### src/rtl/bads_pkg.sv
// ----------------------------------------------------------------------------
// Box average downscaler package
// Widths, limits and shared constants of the downscaler and its divider.
// ----------------------------------------------------------------------------
`default_nettype none

package bads_pkg;

   localparam int PIX_W          = 24;
   localparam int GRAY_W         = 8;
   localparam int MAX_WIDTH      = 4096;
   localparam int COL_W          = 12;
   localparam int WIDTH_W        = 13;
   localparam int ROW_W          = 16;
   localparam int RATE_W         = 17;
   localparam int PROD_W         = ROW_W + RATE_W;
   localparam int CNT_W          = 9;
   localparam int SUM_W          = 17;
   localparam int MAX_BLOCK_ROWS = 257;
   localparam int PASS_RATE      = 65530;
   localparam int MIN_RATE       = 256;
   localparam int GRAY_MAX       = 255;

   // shared divider: 24-bit dividend, 9-bit divisor, one bit per cycle
   localparam int DIV_W      = 24;
   localparam int DIV_STEP_W = 5;

   localparam int CSR_IDX_W  = 2;
   localparam int CSR_DATA_W = 17;

endpackage

`default_nettype wire

### src/rtl/bads_div.sv
// ----------------------------------------------------------------------------
// Saturating radix-2 divider
// Restoring division, one quotient bit per cycle; quotient clipped to 255.
// ----------------------------------------------------------------------------
`default_nettype none

module bads_div
   import bads_pkg::*;
(
   input  wire logic                clock,
   input  wire logic                reset,
   input  wire logic                start,
   input  wire logic [DIV_W-1:0]    num,
   input  wire logic [CNT_W-1:0]    den,
   output logic                     done,
   output logic      [GRAY_W-1:0]   quot
);

   logic                  busy_ff,  busy_in;
   logic                  done_ff,  done_in;
   logic [DIV_STEP_W-1:0] step_ff,  step_in;
   logic [DIV_W-1:0]      acc_ff,   acc_in;
   logic [CNT_W-1:0]      rem_ff,   rem_in;
   logic [CNT_W-1:0]      den_ff,   den_in;
   logic [GRAY_W-1:0]     quot_ff,  quot_in;
   logic [CNT_W:0]        trial;
   logic                  fits;

   always_comb begin
      busy_in = busy_ff;
      done_in = 1'b0;
      step_in = step_ff;
      acc_in  = acc_ff;
      rem_in  = rem_ff;
      den_in  = den_ff;
      quot_in = quot_ff;
      trial   = {rem_ff, acc_ff[DIV_W-1]};
      fits    = trial >= {1'b0, den_ff};
      if (start) begin
         busy_in = 1'b1;
         step_in = DIV_STEP_W'(DIV_W);
         acc_in  = num;
         rem_in  = '0;
         den_in  = den;
      end else if (busy_ff) begin
         // shift in one dividend bit, subtract when the divisor fits
         rem_in  = fits ? CNT_W'(trial - {1'b0, den_ff}) : trial[CNT_W-1:0];
         acc_in  = {acc_ff[DIV_W-2:0], fits};
         step_in = step_ff - 1'b1;
         if (step_ff == DIV_STEP_W'(1)) begin
            busy_in = 1'b0;
            done_in = 1'b1;
            quot_in = (|acc_in[DIV_W-1:GRAY_W]) ? GRAY_W'(GRAY_MAX) : acc_in[GRAY_W-1:0];
         end
      end
   end

   always_ff @(posedge clock) begin
      if (reset) begin
         busy_ff <= 1'b0;
         done_ff <= 1'b0;
         step_ff <= '0;
      end else begin
         busy_ff <= busy_in;
         done_ff <= done_in;
         step_ff <= step_in;
      end
      acc_ff  <= acc_in;
      rem_ff  <= rem_in;
      den_ff  <= den_in;
      quot_ff <= quot_in;
   end

   assign done = done_ff;
   assign quot = quot_ff;

endmodule

`default_nettype wire

### config.mk
export PLATFORM = sky130hd
export DESIGN_NAME = bads_div
export DESIGN_NICKNAME = d
export VERILOG_FILES = /design/src/rtl/bads_pkg.sv /design/src/rtl/bads_div.sv
export SDC_FILE = /design/constraint.sdc
export NUM_CORES = 1
export LEC_CHECK = 0
export ABC_AREA = 1
export BUFFER_PORTS_ARGS = -buffer_cell sky130_fd_sc_hd__buf_4
export CORE_MARGIN = 8
export CORE_UTILIZATION = 56
export DETAILED_ROUTE_END_ITERATION = 8
export PLACE_DENSITY_LB_ADDON = 0.05
export SETUP_SLACK_MARGIN = 0.2
export SLEW_MARGIN = 10
export SYNTH_ARGS = -nofsm -noshare
export SYNTH_HDL_FRONTEND = slang
export SYNTH_SLANG_ARGS = --single-unit
### constraint.sdc
create_clock -name clock -period 1.99 [get_ports clock]
set_input_delay 0.199 -clock clock [delete_from_list [all_inputs] [get_ports clock]]
set_output_delay 0.199 -clock clock [all_outputs]
set_load 0.005 [all_outputs]
==> results.tsv, run 1 <==
stage	metric	value	unit
cts	h-tree-depth	3	
critical_path	endpoint_kind	flop	
detailed_routing	vias	2309	
cts	cts.root.buffer_cell	sky130_fd_sc_hd__clkbuf_8	
cts	tritoncts.num_buffers	9	
power_and_ir_drop	power.static_leakage	1.79	nW
layout	final_layout_size_suffix_gt1_frac	0.259	
yosys	synthDominantAreaCellType	sky130_fd_sc_hd__edfxtp_1	
yosys	synth_edf_count	41	
layout	nNetsFinal	449	
floorplanning	die-height	88.2	um
global_routing	grt_max_degree	55	
detailed_routing	ant_nets	0	
yosys	postSynthAreaPerCell	8.59	um^2
placed_design	place.detailed.hpwl	4.26	mm
sta	finalHoldViolations	0	
detailed_routing	highest_metal_used	met4	
placed_design	port_buffers	44	
global_routing	grt_usage	0.169	
yosys	muxShareOfSynthArea	0	
yosys	synth_simple_gate_area_share	0.259	
yosys	synth_sequential_area_ratio	0.532	
yosys	ys_async_sr_fraction	0	
detailed_routing	met3RoutedLength	371	um
hold_path	hold_path_class	in -> reg	
layout	synthesis_to_layout_area_growth	27.8	%
sta	holdWs	0.0395	ns
sta	fmax	553	MHz
layout	fill_cells	372	
floorplanning	fp.coreArea	5070	um^2
yosys	synth_adder_area_share	0.0540	
yosys	mapped_area	2920	um^2
yosys	synth-compound-area-share	0.0532	
global_routing	antenna_violations_before_repair	0	
floorplanning	pin_count	45	
sta	worst_clock_skew	0.0102	ns
detailed_routing	drt-vias-per-instance	4.85	
placed_design	place.gp.congestion	0.828	
floorplanning	die_w	88.2	um
sta	max_slew.worst_pin.slew	0.515	ns
critical_path	cp_data_arrival_time	2.09	ns
yosys	synth_top_family_by_area	simple AND/OR/NAND/NOR gates	
yosys	post-synth-top-area-fraction	0.422	
yosys	count_of_mapped_cells_out_of_synthesis	340	
critical_path	critical_path_required	2.27	ns
sta	setup-tns-final	0	ns
sta	period_share	0.908	
sta	timing.final.setup_violations	0	
run	drv.max_cap_violation_count	0	
yosys	yosys_most_used_dff	sky130_fd_sc_hd__edfxtp_1	
sta	final_max_slew_viol_count	0	
detailed_routing	drt-wirelength-per-cell	13.1	um
run_status	outcome	finished clean	
critical_path	r2r_slack	0.18	ns
cts	ctsLongestPathBuffers	2	
yosys	area_share_of_xor_xnor_cells_in_the_synthesized_design	0.00900	
layout	number_of_diodes_added_for_antenna_fixing	0	
detailed_routing	detail_route.drc_violations	0	
power_and_ir_drop	max-vdd-ir-drop	588	uV
sta	grt_setup_unrepaired	true	
floorplanning	floorplan.initialDensity	0.575	
cts	clkTransAtPathRegs	0.07	ns
cts	clk_latency	0.33	ns
critical_path	timing.reg2reg.worst_path_depth	12	
sta	fin_crit	1.81	ns
sta	maxSlewHeadroom	0.657	
cts	clock_sinks	57	
hold_path	hold_depth	1	
detailed_routing	drt-met1-wl	2.67	mm
critical_path	timing.critical_path.fanout_max	6	
yosys	ys_ff_latch	57	
cts	cts_tree	yes	
critical_path	crit_path_start_kind	flop	
detailed_routing	dr.first_iter.drc_count	169	
floorplanning	die_area	7780	um^2
yosys	yosys_warnings	0	
power_and_ir_drop	power.density	755	nW/um^2
critical_path	timing.setup.critical_path_class	reg -> reg	
yosys	net_count_synth	388	
yosys	synth.area.top_cells	sky130_fd_sc_hd__edfxtp_1, sky130_fd_sc_hd__nand2_1, sky130_fd_sc_hd__dfxtp_1	
global_routing	global_route.overflow_total	0	
global_routing	via_count_of_the_first_global_routing_pass	2259	
detailed_routing	routed_wl	6.22	mm
floorplanning	num_rows	26	
yosys	synthDistinctLibCells	33	
detailed_routing	dr_wl_met2	3.13	mm
detailed_routing	iteration_count_of_the_initial_detailed_routing_pass	4	
global_routing	grt_pass1_wl	10.0	mm
==> placed cells by master (no fill, tap or decap), drive strengths merged <==
master    Yosys  layout
o31ai         2       2
o21ai        16      16
dfxtp        16      16
nor3          3       3
inv          60      60
clkinvlp      0       1
nor2         12      12
bufinv        0       1
nor2b         1       1
nand3        27      27
edfxtp       41      41
a31oi         2       2
nand2       121     122
a211oi        1       1
clkinv        0       3
fa            1       1
nor4          2       2
buf           5      58
nor3b         1       1
nand4         5       5
o211ai        1       1
xnor2         3       3
a21oi         5       5
clkbuf        4      11
ha           11      11
==> sequential cells by signal (all words and copies together), names as in the netlist <==
register,cells
acc_ff,24
busy_ff,1
den_ff,9
done,1
quot,8
rem_ff,9
step_ff,5
==> cells in the mapped netlist (2+ instances only) <==
cell type                    n
sky130_fd_sc_hd__nor2_1      9
sky130_fd_sc_hd__buf_2       2
sky130_fd_sc_hd__clkbuf_1    4
sky130_fd_sc_hd__a21oi_1     4
sky130_fd_sc_hd__edfxtp_1   41
sky130_fd_sc_hd__nor4_1      2
sky130_fd_sc_hd__a31oi_1     2
sky130_fd_sc_hd__dfxtp_1    16
sky130_fd_sc_hd__nand2_2     2
sky130_fd_sc_hd__o21ai_0    15
sky130_fd_sc_hd__nor2_2      3
sky130_fd_sc_hd__inv_1      59
sky130_fd_sc_hd__o31ai_1     2
sky130_fd_sc_hd__xnor2_1     3
sky130_fd_sc_hd__ha_1       11
sky130_fd_sc_hd__nand3_1    27
sky130_fd_sc_hd__nand2_1   117
sky130_fd_sc_hd__nor3_1      2
sky130_fd_sc_hd__nand4_1     5
==> layout make-up <==
class | count | area, um^2 | area share
clock buffer | 11 | 131 | 0.0352
clock inverter | 5 | 56.3 | 0.0151
inverter | 60 | 230 | 0.0617
multi-input combinational | 215 | 1200 | 0.322
sequential | 57 | 1550 | 0.416
tap | 70 | 87.6 | 0.0235
timing repair buffer | 58 | 472 | 0.126
==> power breakdown <==
group / internal (mW) / total [mW] / leakage, nW / switching (mW)
clock: 0.576 / 1.03 / 0.0933 / 0.454
sequential: 1.36 / 1.40 / 0.534 / 0.0353
combinational: 0.170 / 0.386 / 1.16 / 0.215
total: 2.11 / 2.81 / 1.79 / 0.705
==> metal layers <==
layer / vias up / GRT usage
li1: 1213 / -
met1: 1030 / 0.206
met2: 61 / 0.275
met3: 5 / 0.0375
met4: 0 / 0.0783
met5: - / 0
==> cells by family after synthesis <==
kind of cell / count (synthesis)
XOR/XNOR: 3
AND/OR/NAND/NOR: 172
AO/OA/AOI/OAI: 27
flip-flops: 57
adder cells (fa/ha/maj): 12
buffers and inverters: 69
==> worst paths after layout <==
path | to | start
min reg2reg | rem_ff[6] | rem_ff[6]
max | rem_ff[5] | acc_ff[23]
min | den_ff[8] | den[8]
max reg2reg | rem_ff[5] | acc_ff[23]
==> metrics by stage <==
stage	total power [mW]	cells	util	setup slack [ns]	instance area [um^2]
after floorplan	1.64	340	-	0.247	2920
after global placement	1.76	451	0.660	0.165	3350
after detailed placement	1.77	451	0.660	0.0959	3350
after CTS	2.80	474	0.716	0.205	3640
after global routing	2.95	476	0.735	0.117	3730
final	2.81	476	0.735	0.183	3730
==> critical path, cell delays in order, from the launching register on <==
cell and delay (ns):
sky130_fd_sc_hd__edfxtp_1 0.38, sky130_fd_sc_hd__inv_2 0.09, sky130_fd_sc_hd__ha_4 0.13, sky130_fd_sc_hd__inv_4 0.03, sky130_fd_sc_hd__fa_2 0.36, sky130_fd_sc_hd__nand4_1 0.13, sky130_fd_sc_hd__nand2_2 0.10, sky130_fd_sc_hd__nand2_4 0.13
sky130_fd_sc_hd__buf_6 0.12, sky130_fd_sc_hd__nand2_4 0.06, sky130_fd_sc_hd__nand2_2 0.08, sky130_fd_sc_hd__nand3_2 0.08, sky130_fd_sc_hd__nand2_1 0.06
==> what timing repair did <==
item / 4_1_cts / 5_1_grt
gates cloned: 1 / 0
setup buffers: 6 / 2
hold buffers: 0 / 0
endpoints found under the hold margin: 0 / 0
pin swaps: 5 / 11
endpoints found under the setup margin: 2 / 11
resized for setup: 9 / 16
No activity file was read; power rests on OpenSTA's default activity.
==> run 2, diff against run 1 <==
CORE_UTILIZATION = 61   (was 56)
SETUP_SLACK_MARGIN = unset   (was 0.2)
clock period = 2.2 ns   (was 1.99 ns; I/O delays follow)
==> run 2 against run 1 <==
Compared with the run above:
- cell count shrank 5.9%
- maximum frequency fell by 6.8%
- power is 16% lower
- cell area is 7.6% lower
- worst setup slack better by 0.079 ns
- sequential power shrank 10%
- core utilization increased by 0.44 points
- hold slack gained 0.025 ns
- global-route usage hardly changed
- clock power down 24%
- critical path type unchanged
- critical endpoint is now quot[0]
- largest cell class unchanged
==> results.tsv, run 2 (synthesis results as in run 1) <==
stage	metric	value	unit
run_status	outcome	finished clean	
cts	cts_tree	yes	
layout	synthesis_to_layout_area_growth	18.0	%
power_and_ir_drop	power.density	682	nW/um^2
power_and_ir_drop	power.static_leakage	1.68	nW
power_and_ir_drop	power.internal	1.75	mW
floorplanning	fp.coreArea	4660	um^2
hold_path	hold_path_class	in -> reg	
floorplanning	die_w	85.2	um
sta	setup-tns-final	0	ns
placed_design	placement.cell_area	3290	um^2
cts	tritoncts.num_buffers	9	
critical_path	timing.setup.critical_path_class	reg -> reg	
detailed_routing	detail_route.drc_violations	0	
critical_path	r2r_slack	0.26	ns
cts	clock_sinks	57	
placed_design	place.gp.congestion	0.868	
layout	top_regs	acc_ff: 24 flops, den_ff: 9 flops, rem_ff: 9 flops	
critical_path	crit_path_start_kind	flop	
global_routing	grt_max_degree	47	
layout	fill_cells	352	
global_routing	via_count_of_the_first_global_routing_pass	2255	
sta	timing.final.setup_violations	0	
power_and_ir_drop	max-vdd-ir-drop	511	uV
cts	clk_latency	0.33	ns
layout	layout_commonest_cell	sky130_fd_sc_hd__nand2_1	
detailed_routing	routed_wl	5.68	mm
sta	worst_clock_skew	0.00426	ns
cts	h-tree-depth	3	
power_and_ir_drop	power.share.combinational	0.131	
layout	top_register	acc_ff	
detailed_routing	dr.first_iter.drc_count	129	
power_and_ir_drop	clock_power_share	0.332	
placed_design	place.detailed.hpwl	4.28	mm
critical_path	critical_path_required	2.26	ns
cts	ctsLongestPathBuffers	2	
detailed_routing	drt-wirelength-per-cell	12.7	um
cts	clkTransAtPathRegs	0.06	ns
power_and_ir_drop	p_seq_frac	0.538	
cts	post-cts-setup-buffer-count	0	
layout	largest_register_ffs	24	
detailed_routing	ant_nets	0	
critical_path	timing.critical_path.fanout_max	10	
layout	mostFrequentLayoutCells	sky130_fd_sc_hd__nand2_1, sky130_fd_sc_hd__inv_1, sky130_fd_sc_hd__buf_4	
cts	cts.repair.resized	0	
global_routing	grt_usage	0.169	
sta	final_max_slew_viol_count	0	
global_routing	global_route.overflow_total	0	
layout	post-route-cell-area	3450	um^2
floorplanning	die_area	7250	um^2
cts	cts.root.buffer_cell	sky130_fd_sc_hd__clkbuf_8	
floorplanning	pin_count	45	
layout	final_util	0.739	
power_and_ir_drop	design_power_total	2.35	mW
layout	sequential_cell_area	1550	um^2
floorplanning	die-height	85.2	um
power_and_ir_drop	power.switching	0.596	mW
detailed_routing	iteration_count_of_the_initial_detailed_routing_pass	4	
detailed_routing	vias	2281	
layout	multi_input_area	1090	um^2
layout	nNetsFinal	437	
global_routing	grt_pass1_wl	9.67	mm
run	drv.max_cap_violation_count	0	
layout	final_layout_size_suffix_gt1_frac	0.180	
sta	period_share	0.881	
sta	finalHoldViolations	0	
floorplanning	floorplan.initialDensity	0.626	
sta	max_slew.worst_pin.slew	0.474	ns
sta	fmax	516	MHz
power_and_ir_drop	switching_fraction	0.254	
cts	cts_hold_buffers	0	
layout	number_of_diodes_added_for_antenna_fixing	0	
critical_path	endpoint_kind	flop	
detailed_routing	drt-vias-per-instance	5.09	
sta	maxSlewHeadroom	0.682	
global_routing	antenna_violations_before_repair	0	
placed_design	port_buffers	44	
floorplanning	num_rows	25	
critical_path	cp_data_arrival_time	2.00	ns
sta	grt_setup_unrepaired	false	
sta	fin_crit	1.94	ns
[run 2: cell count changes in the layout (fill, tap and decap cells not counted), sizes merged]
cell | previous run | this run
buf | 58 | 47
bufinv | 1 | 0
clkinv | 3 | 5
clkinvlp | 1 | 0
nand2 | 122 | 121
[run 2: critical path, cell delays in order (launching register included)]
cell and delay (ns):
sky130_fd_sc_hd__edfxtp_1 0.35, sky130_fd_sc_hd__inv_1 0.08, sky130_fd_sc_hd__ha_1 0.14, sky130_fd_sc_hd__inv_1 0.06, sky130_fd_sc_hd__fa_1 0.42, sky130_fd_sc_hd__nand4_1 0.13
sky130_fd_sc_hd__nand2_1 0.12, sky130_fd_sc_hd__nand2_4 0.16, sky130_fd_sc_hd__nand2_8 0.09, sky130_fd_sc_hd__inv_2 0.08, sky130_fd_sc_hd__nand2_1 0.05
[run 2: power groups by stage]
stage / registers, mW / logic (mW) / clock network [mW]
finish: 1.26 / 0.307 / 0.780
global route: 1.27 / 0.347 / 0.832
CTS: 1.26 / 0.307 / 0.793
detailed placement: 1.29 / 0.304 / 0
global placement: 1.28 / 0.297 / 0
floorplan: 1.28 / 0.207 / 0
[run 2: path summary, 6_finish.rpt]
check               end        from  cells after the start
max             quot[0]  acc_ff[23]                     10
min          step_ff[3]       reset                      2
min reg2reg   rem_ff[5]   rem_ff[5]                      2
max reg2reg     quot[0]  acc_ff[23]                     10
[run 2: metrics by stage]
stage | setup WS, ns | instances | hold slack, ns
final | 0.262 | 448 | 0.0643
after global routing | 0.0991 | 448 | 0.0523
after CTS | 0.271 | 448 | 0.0490
after detailed placement | 0.273 | 432 | 0.400
after global placement | 0.313 | 432 | 0.398
after floorplan | 0.395 | 340 | 0.289
[run 2: layout make-up]
| cell class | count | share of cell area |
|---|---|---|
| sequential | 57 | 0.450 |
| multi-input combinational | 214 | 0.318 |
| timing repair buffer | 47 | 0.102 |
| inverter | 60 | 0.0654 |
| clock buffer | 11 | 0.0381 |
| tap | 54 | 0.0196 |
| clock inverter | 5 | 0.00654 |
[run 2: metal layers]
layer  global-route usage  share of wire  up-vias
met1                0.200           0.45     1033
li1                     -              -     1190
met3               0.0396          0.033       10
met5                    0              0        -
met2                0.274           0.50       48
met4               0.0971          0.017        0
==> run 3, diff against run 2 <==
GPL_ROUTABILITY_DRIVEN = 0   (was unset)
PLACE_DENSITY = 0.85   (was unset)
PLACE_DENSITY_LB_ADDON = unset   (was 0.05)
==> run 3 against run 2 <==
Compared with the run above:
- first-iteration DRC count grew 71%
- register-to-register slack got worse by 0.05 ns
- clock power rose by 68%
- core utilization increased by 2.8 points
- cell area rose by 3.8%
- critical endpoint unchanged
- die area did not move
- sequential power about the same
- largest power group is now clock
- flip-flop and latch count stayed put
- combinational power increased by 5%
- clock skew grew 0.0039 ns
- maximum frequency fell by 2.5%
- critical path depth did not move
==> results.tsv, run 3 (synthesis results as in run 1) <==
stage	metric	value	unit
detailed_routing	drt-wirelength-per-cell	14.9	um
layout	top_register	acc_ff	
hold_path	hold_path_class	in -> reg	
run_status	outcome	finished clean	
cts	cts.repair.resized	0	
floorplanning	die-height	85.2	um
critical_path	timing.rr.start	acc_ff[23]	
detailed_routing	highest_metal_used	met4	
sta	maxSlewHeadroom	0.619	
critical_path	r2r_slack	0.21	ns
floorplanning	floorplan.initialDensity	0.626	
layout	mostFrequentLayoutCells	sky130_fd_sc_hd__nand2_1, sky130_fd_sc_hd__inv_1, sky130_fd_sc_hd__buf_4	
critical_path	timing.reg2reg.worst_path_depth	10	
floorplanning	fp.coreArea	4660	um^2
layout	final_layout_size_suffix_gt1_frac	0.190	
cts	cts_hold_buffers	0	
detailed_routing	vias	2395	
hold_path	min_delay_worst_endpoint	den_ff[8]	
sta	fmax	503	MHz
critical_path	timing.critical_path.fanout_max	10	
critical_path	crit_path_start_kind	flop	
detailed_routing	routed_wl	6.69	mm
hold_path	hold_depth	1	
power_and_ir_drop	power.share.combinational	0.111	
global_routing	global_route.overflow_total	0	
layout	multi_input_area	1090	um^2
power_and_ir_drop	power.internal	2.26	mW
sta	setup-tns-final	0	ns
global_routing	antenna_violations_before_repair	0	
cts	cts.root.buffer_cell	sky130_fd_sc_hd__clkbuf_8	
placed_design	place.detailed.hpwl	4.62	mm
detailed_routing	met3RoutedLength	403	um
global_routing	grt_pass1_wl	11.0	mm
layout	nNetsFinal	438	
placed_design	port_buffers	44	
cts	h-tree-depth	3	
cts	cts_tree	yes	
critical_path	endpoint_kind	flop	
power_and_ir_drop	power.switching	0.639	mW
critical_path	r2r-end	quot[0]	
detailed_routing	detail_route.drc_violations	0	
detailed_routing	drt-vias-per-instance	5.33	
cts	ctsLongestPathBuffers	2	
floorplanning	pin_count	45	
sta	max_slew.worst_pin.slew	0.568	ns
sta	finalHoldViolations	0	
power_and_ir_drop	power.density	809	nW/um^2
global_routing	via_count_of_the_first_global_routing_pass	2376	
floorplanning	die_w	85.2	um
power_and_ir_drop	switching_fraction	0.221	
sta	timing.final.setup_violations	0	
floorplanning	die_area	7250	um^2
layout	fill_cells	330	
critical_path	timing.setup.critical_path_class	reg -> reg	
detailed_routing	iteration_count_of_the_initial_detailed_routing_pass	4	
layout	largest_register_ffs	24	
hold_path	worst_hold_startpoint	den[8]	
cts	post-cts-setup-buffer-count	0	
sta	final_max_slew_viol_count	0	
cts	clk_latency	0.33	ns
sta	worst_clock_skew	0.00820	ns
critical_path	cp_data_arrival_time	2.06	ns
detailed_routing	dr_wl_met2	3.51	mm
cts	clkTransAtPathRegs	0.07	ns
detailed_routing	dr.first_iter.drc_count	221	
layout	synthesis_to_layout_area_growth	22.6	%
layout	count_of_non_filler_cells_in_the_finished_layout	449	
placed_design	placedCellCount	433	
global_routing	grt_usage	0.195	
layout	sequential_cell_area	1550	um^2
sta	fin_crit	1.99	ns
run	drv.max_cap_violation_count	0	
sta	grt_setup_unrepaired	false	
global_routing	grt_max_degree	55	
power_and_ir_drop	clock_power_share	0.451	
cts	tritoncts.num_buffers	9	
cts	clock_sinks	57	
floorplanning	num_rows	25	
layout	top_regs	acc_ff: 24 flops, den_ff: 9 flops, rem_ff: 9 flops	
power_and_ir_drop	max-vdd-ir-drop	805	uV
detailed_routing	drt-met1-wl	2.63	mm
power_and_ir_drop	power.static_leakage	1.74	nW
detailed_routing	ant_nets	0	
critical_path	critical_path_required	2.27	ns
layout	layout_commonest_cell	sky130_fd_sc_hd__nand2_1	
layout	number_of_diodes_added_for_antenna_fixing	0	
sta	period_share	0.904	
power_and_ir_drop	p_seq_frac	0.438	
-- run 3: layer usage --
| layer | vias to the layer above | GRT usage |
|---|---|---|
| met4 | 0 | 0.0825 |
| met3 | 16 | 0.0512 |
| met2 | 97 | 0.336 |
| met1 | 1093 | 0.223 |
| met5 | - | 0 |
| li1 | 1189 | - |
-- run 3: metrics by stage --
stage / power (mW) / hold slack (ns) / util / cell area (um^2) / worst slack [ns]
4_1_cts: 2.90 / 0.0496 / 0.768 / 3580 / 0.214
3_5_place_dp: 1.60 / 0.399 / 0.711 / 3310 / 0.236
3_3_place_gp: 1.58 / 0.399 / 0.711 / 3310 / 0.318
2_1_floorplan: 1.48 / 0.289 / - / 2920 / 0.395
5_1_grt: 2.99 / 0.0446 / 0.768 / 3580 / 0.0515
6_report: 2.90 / 0.0604 / 0.768 / 3580 / 0.212
-- run 3: area by class of cell --
class | instances | area share
timing repair buffer | 48 | 0.104
clock inverter | 6 | 0.0360
clock buffer | 10 | 0.0385
tap | 54 | 0.0189
inverter | 60 | 0.0629
multi-input combinational | 214 | 0.306
sequential | 57 | 0.434
-- run 3: worst max-delay path by stage --
stage / cells past startpoint / start / to
floorplan: 10 / acc_ff[23] / quot[0]
global placement: 10 / acc_ff[23] / quot[0]
detailed placement: 10 / acc_ff[23] / quot[0]
CTS: 10 / acc_ff[23] / acc_ff[0]
global route: 10 / acc_ff[23] / quot[0]
finish: 10 / acc_ff[23] / quot[0]
-- run 3: critical path, stage by stage (launching register included) --
cell and delay, ns:
sky130_fd_sc_hd__edfxtp_1 0.35, sky130_fd_sc_hd__inv_1 0.08, sky130_fd_sc_hd__ha_1 0.15, sky130_fd_sc_hd__inv_1 0.07
sky130_fd_sc_hd__fa_1 0.43, sky130_fd_sc_hd__nand4_1 0.14, sky130_fd_sc_hd__nand2_1 0.11, sky130_fd_sc_hd__nand2_4 0.16
sky130_fd_sc_hd__nand2_8 0.09, sky130_fd_sc_hd__inv_2 0.08, sky130_fd_sc_hd__nand2_1 0.05
-- run 3: power groups by stage --
stage / clock (mW) / sequential (mW) / combinational (mW)
2_1_floorplan: 0 / 1.28 / 0.207
3_3_place_gp: 0 / 1.28 / 0.300
3_5_place_dp: 0 / 1.29 / 0.312
4_1_cts: 1.31 / 1.27 / 0.321
5_1_grt: 1.36 / 1.27 / 0.360
6_report: 1.31 / 1.27 / 0.322
